## src/sv/pba_pkg.sv

```systemverilog
// ----------------------------------------------------------------------------
// pba_pkg
// Shared constants for the page bitmap allocator.
// ----------------------------------------------------------------------------
package pba_pkg;
    localparam int NUM_PAGES   = 1024;
    localparam int MAX_REQUEST = 64;
    localparam int MAP_BYTES   = (NUM_PAGES + 7) / 8;
    localparam int ADDR_W      = (MAP_BYTES > 1) ? $clog2(MAP_BYTES) : 1;
    localparam int PAGE_W      = 10;
    localparam int COUNT_W     = 7;
    localparam int PG_W        = ADDR_W + 3;
    localparam logic [PG_W-1:0] LAST_PG = PG_W'(NUM_PAGES - 1);

    localparam logic [1:0] MODE_CONTIG  = 2'd0;
    localparam logic [1:0] MODE_SCATTER = 2'd1;
    localparam logic [1:0] MODE_FREE    = 2'd2;
    localparam logic [1:0] MODE_MARK    = 2'd3;

    localparam logic [1:0] ST_OK      = 2'd0;
    localparam logic [1:0] ST_NOSPACE = 2'd1;
    localparam logic [1:0] ST_SHORT   = 2'd2;
endpackage

```

## src/sv/page_bitmap_allocator_unit.sv

```systemverilog
// ----------------------------------------------------------------------------
// page_bitmap_allocator_unit
// First-fit page allocator over a byte-wide page-use bitmap in block RAM.
// ----------------------------------------------------------------------------
// Free/mark read each byte touched (S_RD, S_WAIT), update its pages (S_RMW), write it back.
// Alloc walks the map one page per cycle in S_SCAN, pausing at each new byte for its read;
// a contiguous hit rewinds and marks the run in a second pass, and a scattered alloc waits
// in S_OUT at each result until it is taken. One request at a time; s_tready returns the
// cycle after the last result is taken, or after the last byte write for free/mark.
// Reset (aresetn low, synchronous) starts a clearing pass that zeroes all MAP_BYTES (128) bytes.
module page_bitmap_allocator_unit (
    input  logic        aclk,
    input  logic        aresetn,
    input  logic        s_tvalid,
    output logic        s_tready,
    input  logic [23:0] s_tdata,   // count[6:0], start_page[16:7]
    input  logic [1:0]  s_tuser,   // mode[1:0]
    output logic        m_tvalid,
    input  logic        m_tready,
    output logic [15:0] m_tdata,   // page[9:0]
    output logic [1:0]  m_tuser,   // status[1:0]
    output logic        m_tlast
);
    import pba_pkg::*;

    localparam logic [2:0] S_CLEAR = 3'd0;
    localparam logic [2:0] S_IDLE  = 3'd1;
    localparam logic [2:0] S_RD    = 3'd2;   // issue read of addr_reg
    localparam logic [2:0] S_WAIT  = 3'd3;   // read data lands
    localparam logic [2:0] S_SCAN  = 3'd4;   // bit walk over byte_reg
    localparam logic [2:0] S_RMW   = 3'd5;   // range update of byte_reg
    localparam logic [2:0] S_OUT   = 3'd6;   // hold result
    localparam logic [2:0] S_NEXT  = 3'd7;   // scatter: resume after a result

    logic [7:0]          mem [MAP_BYTES];
    logic [7:0]          rdata_reg;
    logic                we;
    logic [7:0]          wdata;

    logic [2:0]          state_reg, state_next;
    logic [ADDR_W-1:0]   addr_reg, addr_next;
    logic [7:0]          byte_reg, byte_next;
    logic [2:0]          bit_reg, bit_next;
    logic [1:0]          mode_reg, mode_next;
    logic [COUNT_W-1:0]  cnt_reg, cnt_next;       // requested count
    logic [COUNT_W-1:0]  run_reg, run_next;       // run length / found / left
    logic                fill_reg, fill_next;     // contig: marking pass
    logic                pend_vld_reg, pend_vld_next;   // scatter: page held back
    logic [PAGE_W-1:0]   pend_page_reg, pend_page_next;
    logic [PAGE_W-1:0]   o_page_reg, o_page_next;
    logic [1:0]          o_st_reg, o_st_next;
    logic                o_last_reg, o_last_next;
    logic                o_done_reg, o_done_next; // after output: finish request

    logic [1:0]          in_mode;
    logic [COUNT_W-1:0]  in_cnt;
    logic [PAGE_W-1:0]   in_start;
    logic [PG_W-1:0]     cur_pg;
    logic                cur_used;
    logic                at_end;
    logic [COUNT_W-1:0]  run_inc;
    logic [PG_W-1:0]     run_first;
    logic                adv;

    assign in_mode   = s_tuser;
    assign in_cnt    = (s_tdata[6:0] > COUNT_W'(MAX_REQUEST)) ?
                       COUNT_W'(MAX_REQUEST) : s_tdata[6:0];
    assign in_start  = s_tdata[16:7];
    assign cur_pg    = {addr_reg, bit_reg};
    assign cur_used  = byte_reg[bit_reg];
    assign at_end    = (cur_pg == LAST_PG);
    assign run_inc   = run_reg + COUNT_W'(1);
    assign run_first = cur_pg - PG_W'(cnt_reg) + PG_W'(1);

    always_ff @(posedge aclk) begin
        if (we) begin
            mem[addr_reg] <= wdata;
        end
        rdata_reg <= mem[addr_reg];
    end

    assign s_tready = (state_reg == S_IDLE);
    assign m_tvalid = (state_reg == S_OUT);
    assign m_tdata  = {6'd0, o_page_reg};
    assign m_tuser  = o_st_reg;
    assign m_tlast  = o_last_reg;

    always_comb begin
        state_next     = state_reg;
        addr_next      = addr_reg;
        byte_next      = byte_reg;
        bit_next       = bit_reg;
        mode_next      = mode_reg;
        cnt_next       = cnt_reg;
        run_next       = run_reg;
        fill_next      = fill_reg;
        pend_vld_next  = pend_vld_reg;
        pend_page_next = pend_page_reg;
        o_page_next    = o_page_reg;
        o_st_next      = o_st_reg;
        o_last_next    = o_last_reg;
        o_done_next    = o_done_reg;
        we             = 1'b0;
        wdata          = byte_reg;
        adv            = 1'b0;
        unique case (state_reg)
            S_CLEAR: begin
                we    = 1'b1;
                wdata = 8'd0;
                addr_next = addr_reg + ADDR_W'(1);
                if (addr_reg == ADDR_W'(MAP_BYTES - 1)) begin
                    state_next = S_IDLE;
                    addr_next  = '0;
                end
            end
            S_IDLE: begin
                if (s_tvalid && in_cnt != '0) begin
                    mode_next     = in_mode;
                    cnt_next      = in_cnt;
                    fill_next     = 1'b0;
                    pend_vld_next = 1'b0;
                    if (in_mode == MODE_FREE || in_mode == MODE_MARK) begin
                        run_next  = in_cnt;
                        addr_next = ADDR_W'(in_start >> 3);
                        bit_next  = in_start[2:0];
                        if (int'(in_start) < NUM_PAGES) begin
                            state_next = S_RD;
                        end
                    end else begin
                        run_next   = '0;
                        addr_next  = '0;
                        bit_next   = '0;
                        state_next = S_RD;
                    end
                end
            end
            S_RD: state_next = S_WAIT;
            S_WAIT: begin
                byte_next  = rdata_reg;
                state_next = (mode_reg == MODE_FREE || mode_reg == MODE_MARK || fill_reg)
                             ? S_RMW : S_SCAN;
            end
            S_RMW: begin
                // set or clear bits from bit_reg while run_reg remains
                byte_next[bit_reg] = (mode_reg != MODE_FREE);
                run_next = run_reg - COUNT_W'(1);
                bit_next = bit_reg + 3'd1;
                if (run_reg == COUNT_W'(1) || at_end) begin
                    we         = 1'b1;
                    wdata      = byte_next;
                    addr_next  = '0;
                    state_next = fill_reg ? S_OUT : S_IDLE;
                end else if (bit_reg == 3'd7) begin
                    we         = 1'b1;
                    wdata      = byte_next;
                    addr_next  = addr_reg + ADDR_W'(1);
                    state_next = S_RD;
                end
            end
            S_SCAN: begin
                if (mode_reg == MODE_CONTIG) begin
                    if (cur_used) begin
                        run_next = '0;
                        adv      = 1'b1;
                    end else if (run_inc == cnt_reg) begin
                        // found: rewind and mark the run
                        o_page_next = PAGE_W'(run_first);
                        o_st_next   = ST_OK;
                        o_last_next = 1'b1;
                        o_done_next = 1'b1;
                        fill_next   = 1'b1;
                        run_next    = cnt_reg;
                        addr_next   = run_first[PG_W-1:3];
                        bit_next    = run_first[2:0];
                        state_next  = S_RD;
                    end else begin
                        run_next = run_inc;
                        adv      = 1'b1;
                    end
                end else begin
                    // scattered: a found page is held until the next one shows
                    // whether it is the last
                    if (!cur_used) begin
                        byte_next[bit_reg] = 1'b1;
                        run_next       = run_inc;
                        pend_page_next = PAGE_W'(cur_pg);
                        pend_vld_next  = 1'b1;
                        if (pend_vld_reg) begin
                            o_page_next = pend_page_reg;
                            o_st_next   = ST_OK;
                            o_last_next = 1'b0;
                            o_done_next = 1'b0;
                            state_next  = S_OUT;
                        end else if (run_inc == cnt_reg) begin
                            we          = 1'b1;
                            wdata       = byte_next;
                            o_page_next = PAGE_W'(cur_pg);
                            o_st_next   = ST_OK;
                            o_last_next = 1'b1;
                            o_done_next = 1'b1;
                            state_next  = S_OUT;
                        end else begin
                            adv = 1'b1;
                        end
                    end else begin
                        adv = 1'b1;
                    end
                end
            end
            S_NEXT: begin
                if (run_reg == cnt_reg) begin
                    // request filled: the held page is the last
                    we          = 1'b1;
                    wdata       = byte_reg;
                    o_page_next = pend_page_reg;
                    o_st_next   = ST_OK;
                    o_last_next = 1'b1;
                    o_done_next = 1'b1;
                    state_next  = S_OUT;
                end else begin
                    adv = 1'b1;
                end
            end
            S_OUT: begin
                if (m_tready) begin
                    state_next = o_done_reg ? S_IDLE : S_NEXT;
                end
            end
            default: state_next = S_IDLE;
        endcase

        // walk to the next page; write back a scatter byte when leaving it; at the map end, report short or no space
        if (adv) begin
            if (at_end) begin
                we          = (mode_reg == MODE_SCATTER);
                wdata       = byte_next;
                o_last_next = 1'b1;
                o_done_next = 1'b1;
                state_next  = S_OUT;
                if (pend_vld_next) begin
                    o_page_next = pend_page_next;
                    o_st_next   = ST_SHORT;
                end else begin
                    o_page_next = '0;
                    o_st_next   = ST_NOSPACE;
                end
            end else if (bit_reg == 3'd7) begin
                we         = (mode_reg == MODE_SCATTER);
                wdata      = byte_next;
                addr_next  = addr_reg + ADDR_W'(1);
                bit_next   = 3'd0;
                state_next = S_RD;
            end else begin
                bit_next   = bit_reg + 3'd1;
                state_next = S_SCAN;
            end
        end
    end

    always_ff @(posedge aclk) begin
        if (!aresetn) begin
            state_reg    <= S_CLEAR;
            addr_reg     <= '0;
            fill_reg     <= 1'b0;
            pend_vld_reg <= 1'b0;
            o_done_reg   <= 1'b0;
        end else begin
            state_reg    <= state_next;
            addr_reg     <= addr_next;
            fill_reg     <= fill_next;
            pend_vld_reg <= pend_vld_next;
            o_done_reg   <= o_done_next;
        end
        byte_reg      <= byte_next;
        bit_reg       <= bit_next;
        mode_reg      <= mode_next;
        cnt_reg       <= cnt_next;
        run_reg       <= run_next;
        pend_page_reg <= pend_page_next;
        o_page_reg    <= o_page_next;
        o_st_reg      <= o_st_next;
        o_last_reg    <= o_last_next;
    end

    a_no_accept_busy: assert property (@(posedge aclk) disable iff (!aresetn)
        m_tvalid |-> !s_tready) else $error("accept while result pending");
    a_last_done: assert property (@(posedge aclk) disable iff (!aresetn)
        (m_tvalid && m_tlast) |-> o_done_reg) else $error("last without done");
    a_nospace_zero: assert property (@(posedge aclk) disable iff (!aresetn)
        (m_tvalid && m_tuser == ST_NOSPACE) |-> (m_tdata == '0))
        else $error("no space with nonzero page");
    a_hold_result: assert property (@(posedge aclk) disable iff (!aresetn)
        (m_tvalid && !m_tready) |=> (m_tvalid && $stable(m_tdata) && $stable(m_tuser)
                                     && $stable(m_tlast)))
        else $error("result changed while stalled");
endmodule
```

## config.mk

```make
export PLATFORM = sky130hd
export DESIGN_NAME = page_bitmap_allocator_unit
export DESIGN_NICKNAME = d
export VERILOG_FILES = /design/src/sv/pba_pkg.sv /design/src/sv/page_bitmap_allocator_unit.sv
export SDC_FILE = /design/constraint.sdc
export NUM_CORES = 1
export LEC_CHECK = 0
export ABC_AREA = 0
export BUFFER_PORTS_ARGS = -buffer_cell sky130_fd_sc_hd__buf_2
export CAP_MARGIN = 20
export CORE_ASPECT_RATIO = 1.1
export CORE_MARGIN = 2
export CORE_UTILIZATION = 27
export CTS_CLUSTER_DIAMETER = 50
export DETAILED_ROUTE_END_ITERATION = 7
export HOLD_SLACK_MARGIN = 0.05
export SYNTH_ARGS = -nofsm -noshare
export SYNTH_HDL_FRONTEND = slang
export SYNTH_SLANG_ARGS = --single-unit
```

## constraint.sdc

```tcl
create_clock -name aclk -period 13.4 [get_ports aclk]
set_clock_uncertainty 0.2 [all_clocks]
set_input_delay 4.02 -clock aclk [delete_from_list [all_inputs] [get_ports aclk]]
set_output_delay 4.02 -clock aclk [all_outputs]
set_load 0.005 [all_outputs]
```

==> results of run 1 <==
[worst max-delay path, stage by stage (launching register included)]
cell and delay (ns):
dfxtp_1 0.76, inv_1 0.31, nor2_1 0.24, and2_1 0.17, buf_2 0.11
[cells by family after synthesis]
family	count (synthesis)
AOI/OAI and AO/OA	833
and+or+nand+nor	514
DFF	1095
other	1
muxes	22
xor gates and xnor gates	30
adders and majority gates	27
buffers and inverters	222
[cell type report]
type | count | area share [%]
inverter | 30 | 0.230
multi-input combinational | 1432 | 19.9
clock inverter | 72 | 1.39
clock buffer | 133 | 6.02
sequential | 1095 | 66.1
tap | 2092 | 5.35
timing repair buffer | 69 | 1.04
[path summary, 6_finish.rpt]
kind                                    to  slack (ns)
worst max-delay path              m_tvalid        6.88
worst min-delay path            m_tuser[0]        0.28
worst max register to register  mem[79][2]        7.41
worst min register to register  m_tuser[0]        0.28
[where the power goes]
part	switching (mW)	internal [mW]
combinational	0.240	0.105
sequential	0.0266	3.71
clock	1.32	1.74
total	1.59	5.55
[layer usage]
layer	track usage, %	vias up	part of all wire, %
met5	0	-	0
met4	4.84	0	3.0
met3	1.95	196	7.3
met2	23.2	1139	49
met1	18.4	13000	41
li1	-	11200	-
[cell usage in the layout, fill, tap and decap left out, types with 20 or more instances in the layout]
master     instances
o211ai_1          37
nor2_1           184
edfxtp_1        1040
nor3_1            23
clkbuf_16        115
a21oi_1           50
clkinv_2          20
a221oi_1          71
buf_2             37
a22oi_1          388
o21ai_0          113
buf_4             26
a22o_1            69
nand4_1          130
clkinv_1          23
dfxtp_1           53
inv_1             30
nand2_1           85
ha_1              26
==> results.yml, run 1 <==
power_and_ir_drop:
  power.ir.vdd_worst_uv: 121
  power_per_cell_area_nw_per_um2: 146
  power_leakage_nw: 15.8
  total_power_mw: 7.14
clock_network:
  hold_buffers: 0
  tritoncts_num_sinks: 1095
  post-cts-setup-buffers: 0
  cts_tree: "done"
  clock_tree.root_cell: "clkbuf_16"
  cts_buffers: 114
  postCtsResizedCells: 0
  clock_tree.buffer_depth: 3
  path_clk_slew_ns: 0.06
  clk_latency_ns: 0.70
  cts_htree_levels: 3
synth:
  sequential_to_total_area_share_from_yosys_stat_pct: 75.5
  dominantRegCellSynth: "edfxtp_1"
  synth_async_sr_flop_share_pct: 0
  syn-cell-area_sq_um: 42800
  synth_enable_flop_cells: 1040
  synth.area.top_cells: "edfxtp_1 (73%), a22oi_1 (6.8%), dfxtp_1 (2.6%)"
  synth_fa_ha_area_share_pct: 0.807
  synth_simple_gate_area_share_pct: 5.95
  postSynthCellCount: 2744
  yosys-mux-area-fraction_pct: 0.775
  yosys_warnings: 0
  synthDominantCellAreaShare_pct: 73.0
  synthMostInstantiatedCell: "edfxtp_1"
  largest_family_of_logic_cells_by_synthesized_area: "compound AO/OA/AOI/OAI gates"
  synth.largest_area_cell: "edfxtp_1"
  synth_seq_cells: 1095
  synth.top_cells.by_count: "edfxtp_1 (1040), a22oi_1 (388), nor2_1 (184)"
  synth.avg_cell_area_sq_um: 15.6
  yosys.cell_types.count: 73
  synth_compound_area_share_pct: 14.3
  synth_xor_area_share_pct: 0.614
sta:
  finalHoldViolCount: 0
  hold_ws_ns: 0.275
  achievable-frequency_mhz: 153
  worst_setup_margin_ns: 6.88
  finalMaxSlewViolations: 0
  fin_setup_tns_ns: 0
  report.final.setup_viol: 0
  max-slew-margin-rel_pct: 30.3
  final.period_utilization_pct: 48.7
  period_minus_slack_ns: 6.52
  tightestPinTransition_ns: 1.04
  grt_setup_unrepaired: "no"
final_layout:
  final_layout_size_suffix_gt1_share_pct: 9.96
  fillers: 15400
  area_of_the_multi_input_gates_sq_um: 9730
  area_growth_pct: 14.3
  ff_latch_area_sq_um: 32300
  design_area_sq_um: 48900
  layout.core_utilization_pct: 31.0
  max_ffs_per_register: 1024
  fin_nets: 2799
  insertedDiodeCount: 0
  final-instance-count-excl-fill: 4923
die:
  design.core.area_sq_um: 158000
  die-height_um: 422
  die_area_sq_um: 162000
  io-pin-count: 51
  initial_utilization_pct: 27.1
  die_w_um: 384
  rows: 153
placed_design:
  post-dp-hpwl_mm: 61.8
  gpl.final_weighted_congestion: 0.864
  dp_worst_setup_slack_ns: 6.70
  placed_cells: 4716
  port_buffers: 37
  placed_cell_area_sq_um: 45300
drt:
  routed_wirelength_mm: 115
  drt-pass1-iter-count: 6
  routed_vias: 25600
  detailedRoute.firstIterationViolations: 2906
  wl_per_cell_um: 23.4
  drt-vias-per-instance: 5.20
  residual_drc_count: 0
  final_antenna_net_count: 0
global_routing:
  grtUsageTotal_pct: 13.9
  number_of_global_route_vias_before_repair: 25100
  globalRoute.totalOverflow: 0
  grt_pass1_wl_mm: 170
  grt_max_degree: 130
  grt_antenna_before_repair: 0
min_path:
  holdPathStages: 1
  hold_path.class: "reg2reg"
  hold_path_startpoint: "m_tuser[0]"
worst_setup_path:
  critPathMaxFanout: 19
  cp-start-kind: "register"
  setup.worst_path.class: "reg2out"
  cp_capture_type: "primary output"
  setup.worst_path.start: "state_reg[1]"
  worst_ep_arrival_time_ns: 2.30
  cp.required_ns: 9.18
  reg2regPathDepth: 9
  r2r_start: "addr_reg[5]"
flow_run:
  cap_viol_max_count: 0
outcome:
  status: "complete, no violations"
Power figures use the tool's default switching activity.
==> inputs of run 2 (changes only) <==
clock period = 6.4 ns   (was 13.4 ns; I/O delays follow)
==> results.yml, run 2 (synthesis results as in run 1) <==
final_layout:
  layout_commonest_cell: "edfxtp_1"
  final_layout_size_suffix_gt1_share_pct: 13.7
  fillers: 15300
  area_growth_pct: 17.2
  max_ffs_per_register: 1024
  fin_nets: 2916
  area_of_the_multi_input_gates_sq_um: 9730
  ff_latch_area_sq_um: 32300
  layout_common_cells: "edfxtp_1 (1040), a22oi_1 (388), nor2_1 (184)"
clock_network:
  clk_latency_ns: 0.72
  tritoncts_num_sinks: 1095
  cts_htree_levels: 3
  cts_buffers: 118
  hold_buffers: 0
  post-cts-setup-buffers: 0
  path_clk_slew_ns: 0.06
  cts_tree: "done"
  clock_tree.buffer_depth: 3
  clock_tree.root_cell: "clkbuf_16"
  postCtsResizedCells: 0
die:
  io-pin-count: 51
  initial_utilization_pct: 27.1
  die-height_um: 422
  rows: 153
  die_w_um: 384
  design.core.area_sq_um: 158000
  die_area_sq_um: 162000
sta:
  hold_ws_ns: 0.283
  final.period_utilization_pct: 83.2
  finalMaxSlewViolations: 0
  grt_setup_unrepaired: "no"
  max-slew-margin-rel_pct: 24.7
  period_minus_slack_ns: 5.32
  finalHoldViolCount: 0
  tightestPinTransition_ns: 1.13
  report.final.setup_viol: 0
  achievable-frequency_mhz: 188
  fin_setup_tns_ns: 0
drt:
  detailedRoute.firstIterationViolations: 3117
  final_antenna_net_count: 0
  wl_per_cell_um: 22.9
  routed_wirelength_mm: 116
  drt-vias-per-instance: 5.15
  drt-pass1-iter-count: 5
  residual_drc_count: 0
  routed_vias: 26000
power_and_ir_drop:
  pwr-share-seq_pct: 50.7
  power.ir.vdd_worst_uv: 264
  power_per_cell_area_nw_per_um2: 306
  net-switching-power_mw: 3.43
  switching_share_pct: 22.4
  comb_power_share_pct: 5.0
  power.clock.fraction_pct: 44.3
  internal_power_mw: 11.9
  power_leakage_nw: 16.6
worst_setup_path:
  critPathMaxFanout: 74
  cp.required_ns: 6.60
  cpMostUsedCell: "o32a_1"
  critical_path.slowest_cell: "o32a_1"
  worst_ep_arrival_time_ns: 5.52
  cp-start-kind: "register"
  setup.worst_path.start: "run_reg[0]"
  slowest_delay_ns: 0.75
  cp-endpoint: "mem[106][1]"
  r2r_start: "run_reg[0]"
  reg2regPathDepth: 10
  setup.worst_path.class: "reg2reg"
  critical_path.cell_chain: "ha_1 -> or3b_1 -> o211a_1 -> o32a_1 -> nor4_1 -> o32a_1 -> inv_1 -> a211oi_1 -> o21ba_4 -> buf_4"
  worst_r2r_endpoint: "mem[106][1]"
  cp_capture_type: "register"
  ff2ff_setup_slack_ns: 1.08
min_path:
  hold_path.class: "reg2reg"
placed_design:
  post-dp-hpwl_mm: 64.9
  port_buffers: 37
  gpl.final_weighted_congestion: 0.864
global_routing:
  grtUsageTotal_pct: 13.9
  grt_max_degree: 120
  grt_pass1_wl_mm: 172
  number_of_global_route_vias_before_repair: 25600
  globalRoute.totalOverflow: 0
  grt_antenna_before_repair: 2
flow_run:
  cap_viol_max_count: 0
outcome:
  status: "complete, no violations"
run 2: cell types whose count changed in the layout (fill, tap and decap cells not counted), moves of 3 or more:
cell | before | now
clkbuf_16 | 115 | 119
buf_12 | 5 | 16
bufinv_16 | 8 | 12
inv_6 | 7 | 10
clkinv_1 | 23 | 28
clkinv_8 | 1 | 5
buf_4 | 26 | 129
run 2: per-layer routing:
metal  GRT usage, %  vias up  share of wire, %  routed length, um
met4           4.38        0               2.8               3200
met1           18.5    13300                41              47700
met3           2.42      203               7.5               8640
met2           23.2     1061                49              56400
met5              0        -                 0                  0
li1               -    11500                 -                  -
run 2: layout make-up:
class	count	area share [%]
clock inverters	85	1.71
repair buffers	182	2.94
multi-input cells	1432	19.4
clock buffers	137	6.07
well taps	2092	5.22
inverters	30	0.224
flip-flops and latches	1095	64.5
diodes	1	0.00499
run 2: power groups by stage:
stage / logic [mW] / clock network (mW) / registers, mW
after floorplan: 0.463 / 0 / 7.93
final: 0.762 / 6.80 / 7.79
after CTS: 0.754 / 6.90 / 7.79
after global placement: 0.750 / 0 / 7.94
after global routing: 0.812 / 7.20 / 7.79
after detailed placement: 0.752 / 0 / 7.94
run 2: how the worst min path moves through the flow:
stage / from / end / cells after the start
detailed placement: m_tuser[1] / m_tuser[1] / 1
CTS: m_tuser[1] / m_tuser[1] / 1
global route: o_page_reg[1] / o_page_reg[1] / 2
global placement: m_tuser[0] / m_tuser[0] / 1
floorplan: pend_page_reg[7] / pend_page_reg[7] / 2
finish: m_tuser[1] / m_tuser[1] / 1
run 2: critical path: cells and delay by family, from the launching register on:
| family | cells | cell delay [ns] |
|---|---|---|
| AOI/OAI and AO/OA | 5 | 1.98 |
| adders and majority gates | 1 | 0.33 |
| DFF | 1 | 0.57 |
| and+or+nand+nor | 2 | 1.05 |
| buffers and inverters | 2 | 0.78 |
run 2: stage by stage:
stage                     cell area, sq um  setup WS, ns  power (mW)  instances  utilization [%]
after detailed placement             46300          1.17        8.69       4831             29.3
after floorplan                      42800          1.15        8.40       2749                -
after global placement               46300          1.29        8.69       4831             29.3
final                                50200          1.08        15.4       5054             31.8
after global routing                 50200         0.906        15.8       5053             31.8
after CTS                            50200          1.16        15.4       5053             31.8
